--- src/design/sdspi_pkg.sv ---
// shared constants and result type for the sd spi command engine
package sdspi_pkg;

	// phase codes
	localparam logic [3:0] PH_IDLE  = 4'd0;
	localparam logic [3:0] PH_CMD   = 4'd1;
	localparam logic [3:0] PH_FILL  = 4'd2;
	localparam logic [3:0] PH_POLL  = 4'd3;
	localparam logic [3:0] PH_BUSY  = 4'd4;
	localparam logic [3:0] PH_R2    = 4'd5;
	localparam logic [3:0] PH_R7    = 4'd6;
	localparam logic [3:0] PH_TRAIL = 4'd7;

	// response kinds
	localparam logic [1:0] KIND_R1  = 2'd0;
	localparam logic [1:0] KIND_R1B = 2'd1;
	localparam logic [1:0] KIND_R2  = 2'd2;
	localparam logic [1:0] KIND_R7  = 2'd3;

	// item codes
	localparam logic CMD_START = 1'b0;
	localparam logic CMD_RX    = 1'b1;

	localparam logic [7:0]  START_TOKEN   = 8'h40;
	localparam logic [7:0]  CRC_CMD0      = 8'h95;
	localparam logic [7:0]  FILL_BYTE     = 8'hFF;
	localparam logic [7:0]  IDLE_BYTE     = 8'h00;
	localparam logic [15:0] R1_PREFIX     = 16'hFF00;
	localparam logic [7:0]  RETRY_RESET   = 8'd200;
	localparam logic [2:0]  LAST_FRAME    = 3'd5;
	localparam logic [2:0]  LAST_R7       = 3'd4;

	typedef struct packed {
		logic        tx_valid;
		logic [7:0]  tx_byte;
		logic        cs_low;
		logic        done_res;
		logic        timed_out;
		logic [15:0] response;
		logic [31:0] extra_response;
	} res_t;

endpackage

--- src/design/sd_spi_command_engine_unit.sv ---
// sd card spi-mode command engine: frame sender and response collector
//
// usage
//   input channel (in_valid / in_stall): one transfer per byte event. cmd = 0
//   starts a command (index, argument, crc choice, response kind, chip select
//   hold); cmd = 1 hands over rx_byte, the byte received for the last byte sent.
//   output channel (out_valid / out_stall): one result transfer per input
//   transfer, carrying the next byte to shift out, the chip select level and,
//   on the last item of a sequence, done_res with the response fields.
//   the user writes retry_limit (cfg_wr_en / cfg_wr_data) only while idle; not enforced.
// result path and throughput
//   each result is registered; one item per cycle sustained while out_stall is low.
//   the state update is one short pass of logic into the result register.
// reset
//   arst_n low clears the phase, the latched command and the valid flags of both
//   output stages; retry_limit returns to 200 and the chip select state to deasserted.
// stall
//   a result held by out_stall stays in the output register; one more item
//   is still taken into the skid stage, after which in_stall rises until the
//   output drains.
module sd_spi_command_engine_unit (
	input  logic        clk,
	input  logic        arst_n,
	input  logic        cfg_wr_en,
	input  logic [7:0]  cfg_wr_data,
	input  logic        in_valid,
	output logic        in_stall,
	input  logic        cmd,
	input  logic [5:0]  cmd_index,
	input  logic [31:0] cmd_arg,
	input  logic [7:0]  crc_byte,
	input  logic        auto_crc,
	input  logic [1:0]  resp_kind,
	input  logic        keep_cs_low,
	input  logic [7:0]  rx_byte,
	output logic        out_valid,
	input  logic        out_stall,
	output logic        tx_valid,
	output logic [7:0]  tx_byte,
	output logic        cs_low,
	output logic        done_res,
	output logic        timed_out,
	output logic [15:0] response,
	output logic [31:0] extra_response
);
	import sdspi_pkg::*;

	// command state
	logic [7:0]  retry_limit_q;
	logic [3:0]  phase_q;
	logic [2:0]  byte_count_q;
	logic [7:0]  tries_left_q;
	logic [5:0]  index_q;
	logic [31:0] arg_q;
	logic [7:0]  crc_q;
	logic [1:0]  kind_q;
	logic        keep_q;
	logic [15:0] resp_value_q;
	logic [31:0] resp_extra_q;
	logic        cs_q;
	logic        tmo_q;

	// next state
	logic [3:0]  phase_d;
	logic [2:0]  byte_count_d;
	logic [7:0]  tries_left_d;
	logic [5:0]  index_d;
	logic [31:0] arg_d;
	logic [7:0]  crc_d;
	logic [1:0]  kind_d;
	logic        keep_d;
	logic [15:0] resp_value_d;
	logic [31:0] resp_extra_d;
	logic        cs_d;
	logic        tmo_d;

	// output stage and skid stage
	res_t res_d;
	res_t out_s1;
	res_t skid_s1;
	logic out_v_q;
	logic skid_v_q;

	logic       accept;
	logic       take;
	logic       emit_valid;
	logic [7:0] emit_byte;
	logic       emit_done;
	logic [7:0] load_tries;
	logic [2:0] bc_inc;
	logic [7:0] tries_dec;

	assign accept    = in_valid && !in_stall;
	assign take      = out_v_q && !out_stall;
	assign in_stall  = skid_v_q;
	assign out_valid = out_v_q;

	// a zero limit still gives one read
	assign load_tries = (retry_limit_q == 8'd0) ? 8'd1 : retry_limit_q;
	assign bc_inc     = byte_count_q + 3'd1;
	assign tries_dec  = tries_left_q - 8'd1;

	// frame byte for the current position within the command
	function automatic logic [7:0] frame_byte(input logic [2:0] n, input logic [5:0] idx,
			input logic [31:0] arg, input logic [7:0] crc);
		logic [7:0] b;
		unique case (n)
			3'd0:    b = START_TOKEN | {2'b00, idx};
			3'd1:    b = arg[31:24];
			3'd2:    b = arg[23:16];
			3'd3:    b = arg[15:8];
			3'd4:    b = arg[7:0];
			default: b = crc;
		endcase
		return b;
	endfunction

	always_comb begin
		phase_d      = phase_q;
		byte_count_d = byte_count_q;
		tries_left_d = tries_left_q;
		index_d      = index_q;
		arg_d        = arg_q;
		crc_d        = crc_q;
		kind_d       = kind_q;
		keep_d       = keep_q;
		resp_value_d = resp_value_q;
		resp_extra_d = resp_extra_q;
		cs_d         = cs_q;
		tmo_d        = tmo_q;
		emit_valid   = 1'b1;
		emit_byte    = FILL_BYTE;
		emit_done    = 1'b0;

		if (cmd == CMD_START) begin
			// a start abandons whatever was running
			index_d      = cmd_index;
			arg_d        = cmd_arg;
			if (auto_crc)
				crc_d = (cmd_index == 6'd0) ? CRC_CMD0 : FILL_BYTE;
			else
				crc_d = crc_byte;
			kind_d       = resp_kind;
			keep_d       = keep_cs_low;
			resp_value_d = 16'h0000;
			resp_extra_d = 32'h0000_0000;
			tmo_d        = 1'b0;
			tries_left_d = 8'd0;
			cs_d         = 1'b1;
			phase_d      = PH_CMD;
			byte_count_d = 3'd0;
			emit_byte    = frame_byte(3'd0, cmd_index, cmd_arg, crc_d);
		end else begin
			unique case (phase_q)
				PH_CMD: begin
					byte_count_d = bc_inc;
					if (bc_inc <= LAST_FRAME)
						emit_byte = frame_byte(bc_inc, index_q, arg_q, crc_q);
					else
						phase_d = PH_FILL;
				end
				PH_FILL: begin
					byte_count_d = 3'd0;
					if (kind_q == KIND_R1 || kind_q == KIND_R1B) begin
						phase_d      = PH_POLL;
						tries_left_d = load_tries;
					end else begin
						phase_d = (kind_q == KIND_R2) ? PH_R2 : PH_R7;
					end
				end
				PH_POLL: begin
					tries_left_d = tries_dec;
					resp_value_d = R1_PREFIX | {8'h00, rx_byte};
					if (rx_byte != FILL_BYTE || tries_dec == 8'd0) begin
						if (rx_byte == FILL_BYTE)
							tmo_d = 1'b1;
						if (kind_q == KIND_R1B) begin
							phase_d      = PH_BUSY;
							tries_left_d = load_tries;
						end else begin
							if (!keep_q)
								cs_d = 1'b0;
							phase_d = PH_TRAIL;
						end
					end
				end
				PH_BUSY: begin
					tries_left_d = tries_dec;
					if (rx_byte != IDLE_BYTE || tries_dec == 8'd0) begin
						if (rx_byte == IDLE_BYTE)
							tmo_d = 1'b1;
						if (!keep_q)
							cs_d = 1'b0;
						phase_d = PH_TRAIL;
					end
				end
				PH_R2: begin
					if (byte_count_q == 3'd0) begin
						resp_value_d = {rx_byte, 8'h00};
						byte_count_d = 3'd1;
					end else begin
						resp_value_d = {resp_value_q[15:8], rx_byte};
						if (!keep_q)
							cs_d = 1'b0;
						phase_d = PH_TRAIL;
					end
				end
				PH_R7: begin
					if (byte_count_q == 3'd0)
						resp_value_d = R1_PREFIX | {8'h00, rx_byte};
					else
						resp_extra_d = {resp_extra_q[23:0], rx_byte};
					if (byte_count_q >= LAST_R7) begin
						if (!keep_q)
							cs_d = 1'b0;
						phase_d = PH_TRAIL;
					end else begin
						byte_count_d = bc_inc;
					end
				end
				PH_TRAIL: begin
					phase_d      = PH_IDLE;
					byte_count_d = 3'd0;
					emit_valid   = 1'b0;
					emit_done    = 1'b1;
				end
				default: begin
					// idle or unused code: rx is ignored
					phase_d    = PH_IDLE;
					emit_valid = 1'b0;
				end
			endcase
		end

		// fields without meaning read as zero
		res_d.tx_valid       = emit_valid;
		res_d.tx_byte        = emit_valid ? emit_byte : 8'h00;
		res_d.cs_low         = cs_d;
		res_d.done_res       = emit_done;
		res_d.timed_out      = emit_done ? tmo_d : 1'b0;
		res_d.response       = emit_done ? resp_value_d : 16'h0000;
		res_d.extra_response = emit_done ? resp_extra_d : 32'h0000_0000;
	end

	// configuration register
	always_ff @(posedge clk or negedge arst_n) begin
		if (!arst_n) begin
			retry_limit_q <= RETRY_RESET;
		end else if (cfg_wr_en) begin
			retry_limit_q <= cfg_wr_data;
		end
	end

	// command state update on every input transfer
	always_ff @(posedge clk or negedge arst_n) begin
		if (!arst_n) begin
			phase_q      <= PH_IDLE;
			byte_count_q <= 3'd0;
			tries_left_q <= 8'd0;
			index_q      <= 6'd0;
			arg_q        <= 32'h0000_0000;
			crc_q        <= FILL_BYTE;
			kind_q       <= KIND_R1;
			keep_q       <= 1'b0;
			resp_value_q <= 16'h0000;
			resp_extra_q <= 32'h0000_0000;
			cs_q         <= 1'b0;
			tmo_q        <= 1'b0;
		end else if (accept) begin
			phase_q      <= phase_d;
			byte_count_q <= byte_count_d;
			tries_left_q <= tries_left_d;
			index_q      <= index_d;
			arg_q        <= arg_d;
			crc_q        <= crc_d;
			kind_q       <= kind_d;
			keep_q       <= keep_d;
			resp_value_q <= resp_value_d;
			resp_extra_q <= resp_extra_d;
			cs_q         <= cs_d;
			tmo_q        <= tmo_d;
		end
	end

	// output register with a skid stage behind it
	always_ff @(posedge clk or negedge arst_n) begin
		if (!arst_n) begin
			out_v_q  <= 1'b0;
			skid_v_q <= 1'b0;
		end else if (!out_v_q || take) begin
			if (skid_v_q) begin
				out_v_q  <= 1'b1;
				skid_v_q <= 1'b0;
			end else begin
				out_v_q <= accept;
			end
		end else if (accept) begin
			skid_v_q <= 1'b1;
		end
	end

	always_ff @(posedge clk) begin
		if (!out_v_q || take) begin
			if (skid_v_q)
				out_s1 <= skid_s1;
			else if (accept)
				out_s1 <= res_d;
		end else if (accept) begin
			skid_s1 <= res_d;
		end
	end

	assign tx_valid       = out_s1.tx_valid;
	assign tx_byte        = out_s1.tx_byte;
	assign cs_low         = out_s1.cs_low;
	assign done_res       = out_s1.done_res;
	assign timed_out      = out_s1.timed_out;
	assign response       = out_s1.response;
	assign extra_response = out_s1.extra_response;

endmodule

--- config.mk ---
export PLATFORM = sky130hd
export DESIGN_NAME = sd_spi_command_engine_unit
export DESIGN_NICKNAME = d
export VERILOG_FILES = /design/src/design/sdspi_pkg.sv /design/src/design/sd_spi_command_engine_unit.sv
export SDC_FILE = /design/constraint.sdc
export NUM_CORES = 1
export LEC_CHECK = 0
export ABC_CLOCK_PERIOD_IN_PS = 5700
export BUFFER_PORTS_ARGS = -buffer_cell sky130_fd_sc_hd__buf_4
export CORE_MARGIN = 1
export CORE_UTILIZATION = 55
export CTS_BUF_LIST = sky130_fd_sc_hd__clkbuf_8
export CTS_CLUSTER_SIZE = 20
export DETAILED_ROUTE_END_ITERATION = 8
export HOLD_SLACK_MARGIN = 0.1
export MAX_ROUTING_LAYER = met4
export PLACE_DENSITY_LB_ADDON = 0.05
export SKIP_LAST_GASP = 1
export SYNTH_ARGS = -nofsm -noshare
export SYNTH_HDL_FRONTEND = slang
export SYNTH_SLANG_ARGS = --single-unit
--- constraint.sdc ---
create_clock -name clk -period 5.7 [get_ports clk]
set_clock_uncertainty 0.05 [all_clocks]
set_input_delay 1.14 -clock clk [delete_from_list [all_inputs] [get_ports clk]]
set_output_delay 1.14 -clock clk [all_outputs]
set_load 0.005 [all_outputs]
Word level (Yosys, flattened, before mapping)
Cells that the tools add are included.
{"block": "word_totals", "word_cells": 147, "ff_bits": 244, "output_inout_bits": 62, "inputBits": 72}
{"block": "classes", "muxes": 60, "n_eq_ne": 25, "n_bitwise": 2, "reduce_logical": 27, "magnitude_cmp": 2, "addsub": 2}
{"operator": "32-bit 2-to-1 mux", "count": 4}
{"operator": "60-bit 2-to-1 mux", "count": 2}
{"operator": "8-bit 2-to-1 mux", "count": 10}
{"operator": "16-bit 2-to-1 mux", "count": 4}
{"operator": "16-bit one-hot mux with 3 select lines", "count": 1}
{"operator": "8-bit one-hot mux with 5 select lines", "count": 1}
{"operator": "8-bit logical NOT", "count": 3}
{"operator": "4-bit 2-to-1 mux", "count": 6}
{"operator": "3-bit inequality test, second input constant", "count": 8}
{"operator": "4-bit one-hot mux with 6 select lines", "count": 1}
{"operator": "8-bit one-hot mux with 3 select lines", "count": 1}
{"operator": "1-bit 2-to-1 mux", "count": 20}
{"operator": "4-bit by 3-bit equality test with 1-bit output, second input constant", "count": 4}
{"operator": "3-bit 2-to-1 mux", "count": 4}
{"operator": "3-bit one-hot mux with 4 select lines", "count": 1}
{"operator": "4-bit by 2-bit equality test with 1-bit output, second input constant", "count": 2}
{"operator": "8-bit equality test, second input constant", "count": 1}
{"operator": "8-bit inequality test, second input constant", "count": 1}
{"operator": "8-bit nonzero test", "count": 1}
{"operator": "8-bit by 1-bit subtractor with 8-bit output, second input constant", "count": 1}
{"operator": "7-bit 2-to-1 mux", "count": 1}
{"operator": "3-bit by 2-bit equality test with 1-bit output, second input constant", "count": 2}
{"operator": "3-bit logical NOT", "count": 2}
{"operator": "6-bit logical NOT", "count": 1}
{"operator": "25 further kinds", "count": 36}

Logic depth before layout (Yosys ltp)
Gate-level depths: netlist of run 1.
{"block": "depth", "depth_word": 9, "depth_mapped": 9, "depth_no_buf": 8}

Least setup slack after synthesis of run 1
No wires, ideal clock.
{"block": "synth_timing", "path_kind": "in2reg", "startpoint": "input port in_valid", "endpoint": "register skid_s1[0] in the netlist's numbering, enable pin", "n_path_buf": 2, "required_ps": 5172, "t_arrival_ps": 4161, "setup_slack_ps": 1011, "setup_ps": 478, "stages": 4, "cell_sequence": "nand2b_1 -> clkbuf_1 -> clkbuf_1 -> nor2_1"}
{"block": "synth_between", "elab_chain_cells": 2}
{"element": "start, declared", "line_no": "sd_spi_command_engine_unit.sv:26", "source": "input logic in_valid,"}
{"element": "1-bit logical AND", "line_no": "sd_spi_command_engine_unit.sv:93", "source": "assign accept = in_valid && !in_stall;"}
{"element": "2-bit AND reduction (no source line)"}
{"element": "end signal, assigned", "line_no": "sd_spi_command_engine_unit.sv:309", "source": "skid_s1 <= res_d;"}
{"element": "end, declared", "line_no": "sd_spi_command_engine_unit.sv:80", "source": "res_t skid_s1;"}
Every way passes these cells.
A chain may end at the register's enable or synchronous reset.

Final worst setup path of run 1
{"block": "layout_timing", "startpoint": "register phase_q[2]", "endpoint": "register resp_extra_q[4]"}
{"block": "layout_between", "elab_chain_cells": 3}
{"element": "start, declared", "line_no": "sd_spi_command_engine_unit.sv:50", "source": "logic [3:0] phase_q;"}
{"element": "start signal, assigned", "line_no": "sd_spi_command_engine_unit.sv:270", "source": "phase_q <= phase_d;"}
{"element": "4-bit by 3-bit equality test with 1-bit output", "line_no": "sd_spi_command_engine_unit.sv:154", "source": "unique case (phase_q)"}
{"element": "32-bit 2-to-1 mux", "line_no": "sd_spi_command_engine_unit.sv:154"}
{"element": "32-bit 2-to-1 mux", "line_no": "sd_spi_command_engine_unit.sv:135", "source": "if (cmd == CMD_START) begin"}
{"element": "end signal, assigned", "line_no": "sd_spi_command_engine_unit.sv:279", "source": "resp_extra_q <= resp_extra_d;"}
{"element": "end, declared", "line_no": "sd_spi_command_engine_unit.sv:59", "source": "logic [31:0] resp_extra_q;"}
Every way passes these cells.

==> impl_results.md, run 1 <==
- Placed cell area: 0.01246 mm2
- Vias in the first global route: 8050
- Sequential cell area: 0.006696 mm2
- Final setup vio count: 0
- Number of synthesized flops with an enable pin: 120
- Hold depth: 2
- Worst min-delay path class: reg -> reg
- Avg WL per Cell: 17.38 um
- Dpl hpwl: 15960 um
- F_max: 0.2497 GHz
- CTS tree: built
- WL final: 25330 um
- Num CTS Buffers: 41
- Hold EP: crc_q[7]
- Clk pwr share: 0.285
- Post-Syn Area: 0.01129 mm2
- Clock Latency Late Sink: 540 ps
- WP data required: 6100 ps
- Pwr/cell area: 394.7 mW/mm2
- Status: complete, no violations
- Starting Density: 0.5596
- Combinational power share: 0.261
- Reg2Reg Depth: 6
- Async S/R FF share, synth: 0.5062
- Crit Path Max Fanout: 33
- WP data arrival: 4400 ps
- Max Root-Sink Buffers: 3
- Power Internal: 3515 uW
- Filler cells: 1633
- Final Instance Area: 0.01326 mm2
- Synthesized instance count: 1040
- # DRC: 0
- Initial antenna violation count: 0
- Switching share of power: 0.3284
- Area of the multi-input gates: 0.004313 mm2
- Synth warnings: 0
- Antenna viol nets, final: 0
- Largest net degree at the start of global routing: 81
- Synth area leaders: edfxtp_1 32%, dfrtp_1 25%, nand2_1 7.8%, mux2_2 6.6%, o21ai_0 3.1%
- Final Wtd Congestion: 0.8792
- Num rows: 52
- Worst slew pin tran: 1270 ps
- Flops & latches, synth: 243
- Root buffer cell: clkbuf_8
- Crit path launch type: register
- Total clock sinks: 243
- GR Overflow Total: 0
- Leak pwr: 0.005586 uW
- Reg-to-reg startpoint: phase_q[2]
- Die height: 145.2 um
- Tcrit/Tclk final: 0.7027
- Final Hold Viols: 0
- Kind of critical path: reg -> reg
- DR iter-0 viols: 728
- Yosys top cell by area: edfxtp_1
- Syn avg cell area: 10.85 um2
- Yosys top cell area share: 0.3193
- Vias per cell: 5.782
- Syn_nets: 1120
- Initial DRT Pass Iterations: 7
- TNS Setup: 0 ps
- CTS resizes: 0
- Area Overhead vs Synth: 17.49%
- Number of diodes: 0
- Tmin final: 4006 ps
- Core area: 0.02017 mm2
- Unrepaired setup endpoints after global routing: no
- Maximum capacitance violations: 0
- Commonest register cell after synthesis: edfxtp_1
- First-pass GRT wire length: 42150 um
- Die extent in x: 145.2 um
- Net Switching: 1719 uW
- Worst setup EP type: register
- # IOs: 134
- Reg2reg setup slack: 1690 ps
- GRT Total Usage: 0.2534
- RR Endpoint: resp_extra_q[4]
- Max-slew violations: 0
- Cell variety after synth: 61
- CTS H-Tree Depth: 2
- PortBufs: 133
- Post-CTS setup buffer count: 0
- Hold_buf cts: 0
- Sequential share of the synthesized area: 0.5932
- Vias: 8424
- Worst hold start: crc_q[7]
- Sequential share of power: 0.454
- Final #Nets: 1236
- Clock slew at reported path FFs: 60 ps
- Die area: 0.02110 mm2
- VDD IR max: 0.2179 mV
- Layout cells sized above 1: 0.2435
- Slew margin rel.: 0.1526
==> power groups by stage <==
stage	combinational, uW	clock [uW]	sequential [uW]
CTS	1360	1530	2370
finish	1370	1490	2380
detailed placement	1350	0	2400
floorplan	982	0	2330
global route	1520	1610	2410
global placement	1330	0	2400
==> sequential cells by signal, indices dropped and copies added, names as in the netlist, 6 cells and up <==
| name | count |
|---|---|
| skid_s1 | 60 |
| arg_q | 32 |
| extra_response | 32 |
| resp_extra_q | 32 |
| resp_value_q | 16 |
| response | 16 |
| crc_q | 8 |
| retry_limit_q | 8 |
| tries_left_q | 8 |
| tx_byte | 8 |
| index_q | 6 |
==> worst max-delay path, cell delays in order (launching register included) <==
cell	delay, ps
dfrtp_1	840
inv_1	440
nor2_1	240
nand2_1	680
nor2_2	1270
a22oi_1	150
o21ai_0	220
==> metal layers <==
layer / global-route usage / share of wire / vias up
li1: - / - / 4024
met1: 0.3630 / 0.47 / 4088
met2: 0.3767 / 0.46 / 277
met3: 0.04182 / 0.052 / 35
met4: 0.06895 / 0.015 / 0
met5: - / 0 / -
==> Yosys cell counts (all sizes together), types with 6 or more instances <==
| master | count |
|---|---|
| ha | 8 |
| edfxtp | 120 |
| o21ai | 75 |
| dfrtp | 112 |
| dfstp | 11 |
| inv | 13 |
| mux2 | 66 |
| o32ai | 8 |
| clkbuf | 64 |
| nor2 | 55 |
| o22ai | 8 |
| a32oi | 6 |
| a222oi | 7 |
| a22oi | 35 |
| nand2b | 16 |
| and2 | 19 |
| and4 | 32 |
| nor3 | 24 |
| a21oi | 46 |
| nand2 | 234 |
| nand4 | 11 |
| o31ai | 9 |
==> kinds of logic (layout without fill, tap and decap cells) <==
group	count (synthesis)	after routing	synth area share
buffers and inverters	82	229	0.02761
AND/OR/NAND/NOR	415	415	0.1747
XOR/XNOR	3	3	0.002329
adder cells (fa/ha/maj)	8	8	0.008870
AO/OA/AOI/OAI	221	221	0.1256
flip-flops	243	243	0.5932
multiplexers	68	68	0.06763
==> layout by cell type (no fill, tap or decap), drive strengths merged, types with 33 or more instances in the layout <==
| cell | synthesis | layout |
|---|---|---|
| nand2 | 234 | 234 |
| buf | 5 | 142 |
| edfxtp | 120 | 120 |
| dfrtp | 112 | 112 |
| o21ai | 75 | 75 |
| mux2 | 66 | 66 |
| nor2 | 55 | 55 |
| clkbuf | 64 | 49 |
| a21oi | 46 | 46 |
| a22oi | 35 | 35 |
| inv | 13 | 33 |
==> worst max-delay path by stage <==
stage	cells past startpoint	endpoint	slack (ps)	startpoint
finish	6	resp_extra_q[4]	1690	phase_q[2]
global route	6	resp_extra_q[6]	1380	phase_q[2]
CTS	6	resp_extra_q[4]	1790	phase_q[2]
detailed placement	6	arg_q[29]	1630	cmd
global placement	6	arg_q[29]	1670	cmd
floorplan	4	skid_s1[0]	1010	in_valid
==> area by class of cell <==
| class | count | area share |
|---|---|---|
| Sequential cell | 243 | 0.5050 |
| Timing Repair Buffer | 142 | 0.08039 |
| Multi-Input combinational cell | 715 | 0.3253 |
| Clock buffer | 49 | 0.05086 |
| Inverter | 13 | 0.003680 |
| Tap cell | 270 | 0.02548 |
| Clock inverter | 25 | 0.009341 |
==> through the flow <==
step / cells / total power [uW] / setup WS (ps) / hold WS (ps) / util
floorplan: 1040 / 3309 / 1011 / 384.8 / -
global placement: 1383 / 3732 / 1671 / 395.4 / 0.6179
detailed placement: 1383 / 3756 / 1631 / 395.2 / 0.6179
CTS: 1457 / 5264 / 1787 / 404.0 / 0.6574
global route: 1457 / 5548 / 1381 / 432.8 / 0.6574
finish: 1457 / 5234 / 1694 / 403.3 / 0.6574
No activity file was read; power rests on OpenSTA's default activity.
==> run 2, diff against run 1 <==
--- a/config.mk
+++ b/config.mk
@@ -5,7 +5,7 @@
 export SDC_FILE = /design/constraint.sdc
 export NUM_CORES = 1
 export LEC_CHECK = 0
-export ABC_CLOCK_PERIOD_IN_PS = 5700
+export ABC_CLOCK_PERIOD_IN_PS = 3300
 export BUFFER_PORTS_ARGS = -buffer_cell sky130_fd_sc_hd__buf_4
 export CORE_MARGIN = 1
 export CORE_UTILIZATION = 55
==> constraint.sdc (replaced) <==
create_clock -name clk -period 3.3 [get_ports clk]
set_clock_uncertainty 0.05 [all_clocks]
set_input_delay 0.66 -clock clk [delete_from_list [all_inputs] [get_ports clk]]
set_output_delay 0.66 -clock clk [all_outputs]
set_load 0.005 [all_outputs]
==> run 2 against run 1 <==
Against the previous run: sequential cell count stayed put; maximum frequency is 47% higher; power is 76% higher; hold slack worse by 300 ps; utilization is 1.1 points higher; sequential power is 73% higher; register-to-register slack worse by 1100 ps.
==> impl_results.md, run 2 (synthesized netlist as in run 1, its figures left out) <==
- Clk pwr share: 0.285
- Area Overhead vs Synth: 19.55%
- Core area: 0.02017 mm2
- GRT Total Usage: 0.2686
- Tmin final: 2729 ps
- CTS H-Tree Depth: 2
- Antenna viol nets, final: 0
- VDD IR max: 0.6128 mV
- # IOs: 134
- Tcrit/Tclk final: 0.8269
- CTS resizes: 0
- Post-CTS setup buffer count: 0
- First-pass GRT wire length: 44350 um
- Number of diodes: 0
- Num rows: 52
- CTS tree: built
- Die extent in x: 145.2 um
- Root buffer cell: clkbuf_8
- Max FFs per register: 60
- F_max: 0.3665 GHz
- Commonest non-fill, non-tap cell in the layout: nand2_1
- Worst slew pin tran: 887.1 ps
- Power Internal: 6132 uW
- Switching share of power: 0.3340
- Unrepaired setup endpoints after global routing: no
- Final Instance Area: 0.01349 mm2
- Avg WL per Cell: 18.15 um
- Total clock sinks: 243
- Layout cells sized above 1: 0.2634
- GR Overflow Total: 0
- # DRC: 0
- Largest Register: skid_s1
- Slew margin rel.: 0.4031
- WL final: 26880 um
- Overall power: 9207 uW
- Vias in the first global route: 8134
- DR iter-0 viols: 783
- RR Endpoint: tries_left_q[7]
- Net Switching: 3075 uW
- Clock slew at reported path FFs: 60 ps
- WP data required: 3660 ps
- Num CTS Buffers: 41
- Die area: 0.02110 mm2
- Vias: 8636
- Worst min-delay path class: in -> async
- Clock Latency Late Sink: 540 ps
- TNS Setup: 0 ps
- Maximum capacitance violations: 0
- Final #Nets: 1258
- Leak pwr: 0.005672 uW
- Final Wtd Congestion: 0.8916
- Pwr/cell area: 682.4 mW/mm2
- Largest net degree at the start of global routing: 62
- Reg2reg setup slack: 570 ps
- Crit Path Max Fanout: 7
- Vias per cell: 5.831
- Max Root-Sink Buffers: 3
- Placed cell area: 0.01267 mm2
- Worst setup EP type: register
- Starting Density: 0.5596
- Status: complete, no violations
- Die height: 145.2 um
- Reg-to-reg startpoint: tries_left_q[0]
- Final Hold Viols: 0
- PortBufs: 133
- Reg2Reg Depth: 8
- Final setup vio count: 0
- Initial antenna violation count: 0
- Max-slew violations: 0
- Highest-count cells in the layout ignoring fill and taps: 234 x nand2_1, 160 x buf_4, 120 x edfxtp_1
- Combinational power share: 0.268
- Crit path launch type: register
- Sequential share of power: 0.447
- Kind of critical path: reg -> reg
- Dpl hpwl: 17850 um
- WP data arrival: 3090 ps
- Hold_buf cts: 0
- Initial DRT Pass Iterations: 6
run 2: how the worst max path moves through the flow:
stage	from	to	slack [ps]	cells past startpoint
6_report	tries_left_q[0]	tries_left_q[7]	570	8
5_1_grt	byte_count_q[0]	tx_byte[4]	390	7
4_1_cts	byte_count_q[0]	tx_byte[4]	550	7
3_5_place_dp	tries_left_q[0]	cs_low	580	8
3_3_place_gp	tries_left_q[0]	skid_s1[50]	640	8
2_1_floorplan	in_stall	skid_s1[0]	60	5
run 2: worst max-delay path: stages, from the launching register on:
cell and delay [ps]:
dfrtp_1 440, inv_1 100, ha_1 220, or4b_4 490
o21a_1 210, nor3_1 410, o21ai_2 200, buf_4 180
a221o_1 300
run 2: stage by stage:
| step | hold WS [ps] | setup WS (ps) | instances | util |
|---|---|---|---|---|
| 2_1_floorplan | 314.4 | 55.24 | 1040 | - |
| 5_1_grt | 137.5 | 389.1 | 1481 | 0.6689 |
| 6_report | 101.9 | 571.3 | 1481 | 0.6689 |
| 3_5_place_dp | 399.0 | 580.7 | 1405 | 0.6283 |
| 3_3_place_gp | 399.5 | 637.9 | 1405 | 0.6283 |
| 4_1_cts | 111.3 | 552.4 | 1481 | 0.6689 |
run 2: layer usage:
layer / wire length [um] / GRT usage / vias to the layer above
li1: - / - / 4087
met5: 0 / - / -
met4: 591 / 0.08158 / 0
met3: 1721 / 0.04528 / 57
met1: 12130 / 0.3833 / 4151
met2: 12430 / 0.3952 / 341
run 2: power groups by stage:
stage / clock network (uW) / logic [uW] / registers (uW)
global placement: 0 / 2410 / 4160
global route: 2820 / 2760 / 4170
finish: 2620 / 2470 / 4120
CTS: 2680 / 2460 / 4110
floorplan: 0 / 1700 / 4020
detailed placement: 0 / 2440 / 4160
run 2: cell type report:
type	count	area, um2
Sequential cell	243	6696
Clock inverter	25	117.6
Multi-Input combinational cell	715	4308
Clock buffer	51	701.9
Timing Repair Buffer	164	1281
Tap cell	270	337.8
Fill cell	1619	6678
Inverter	13	48.80
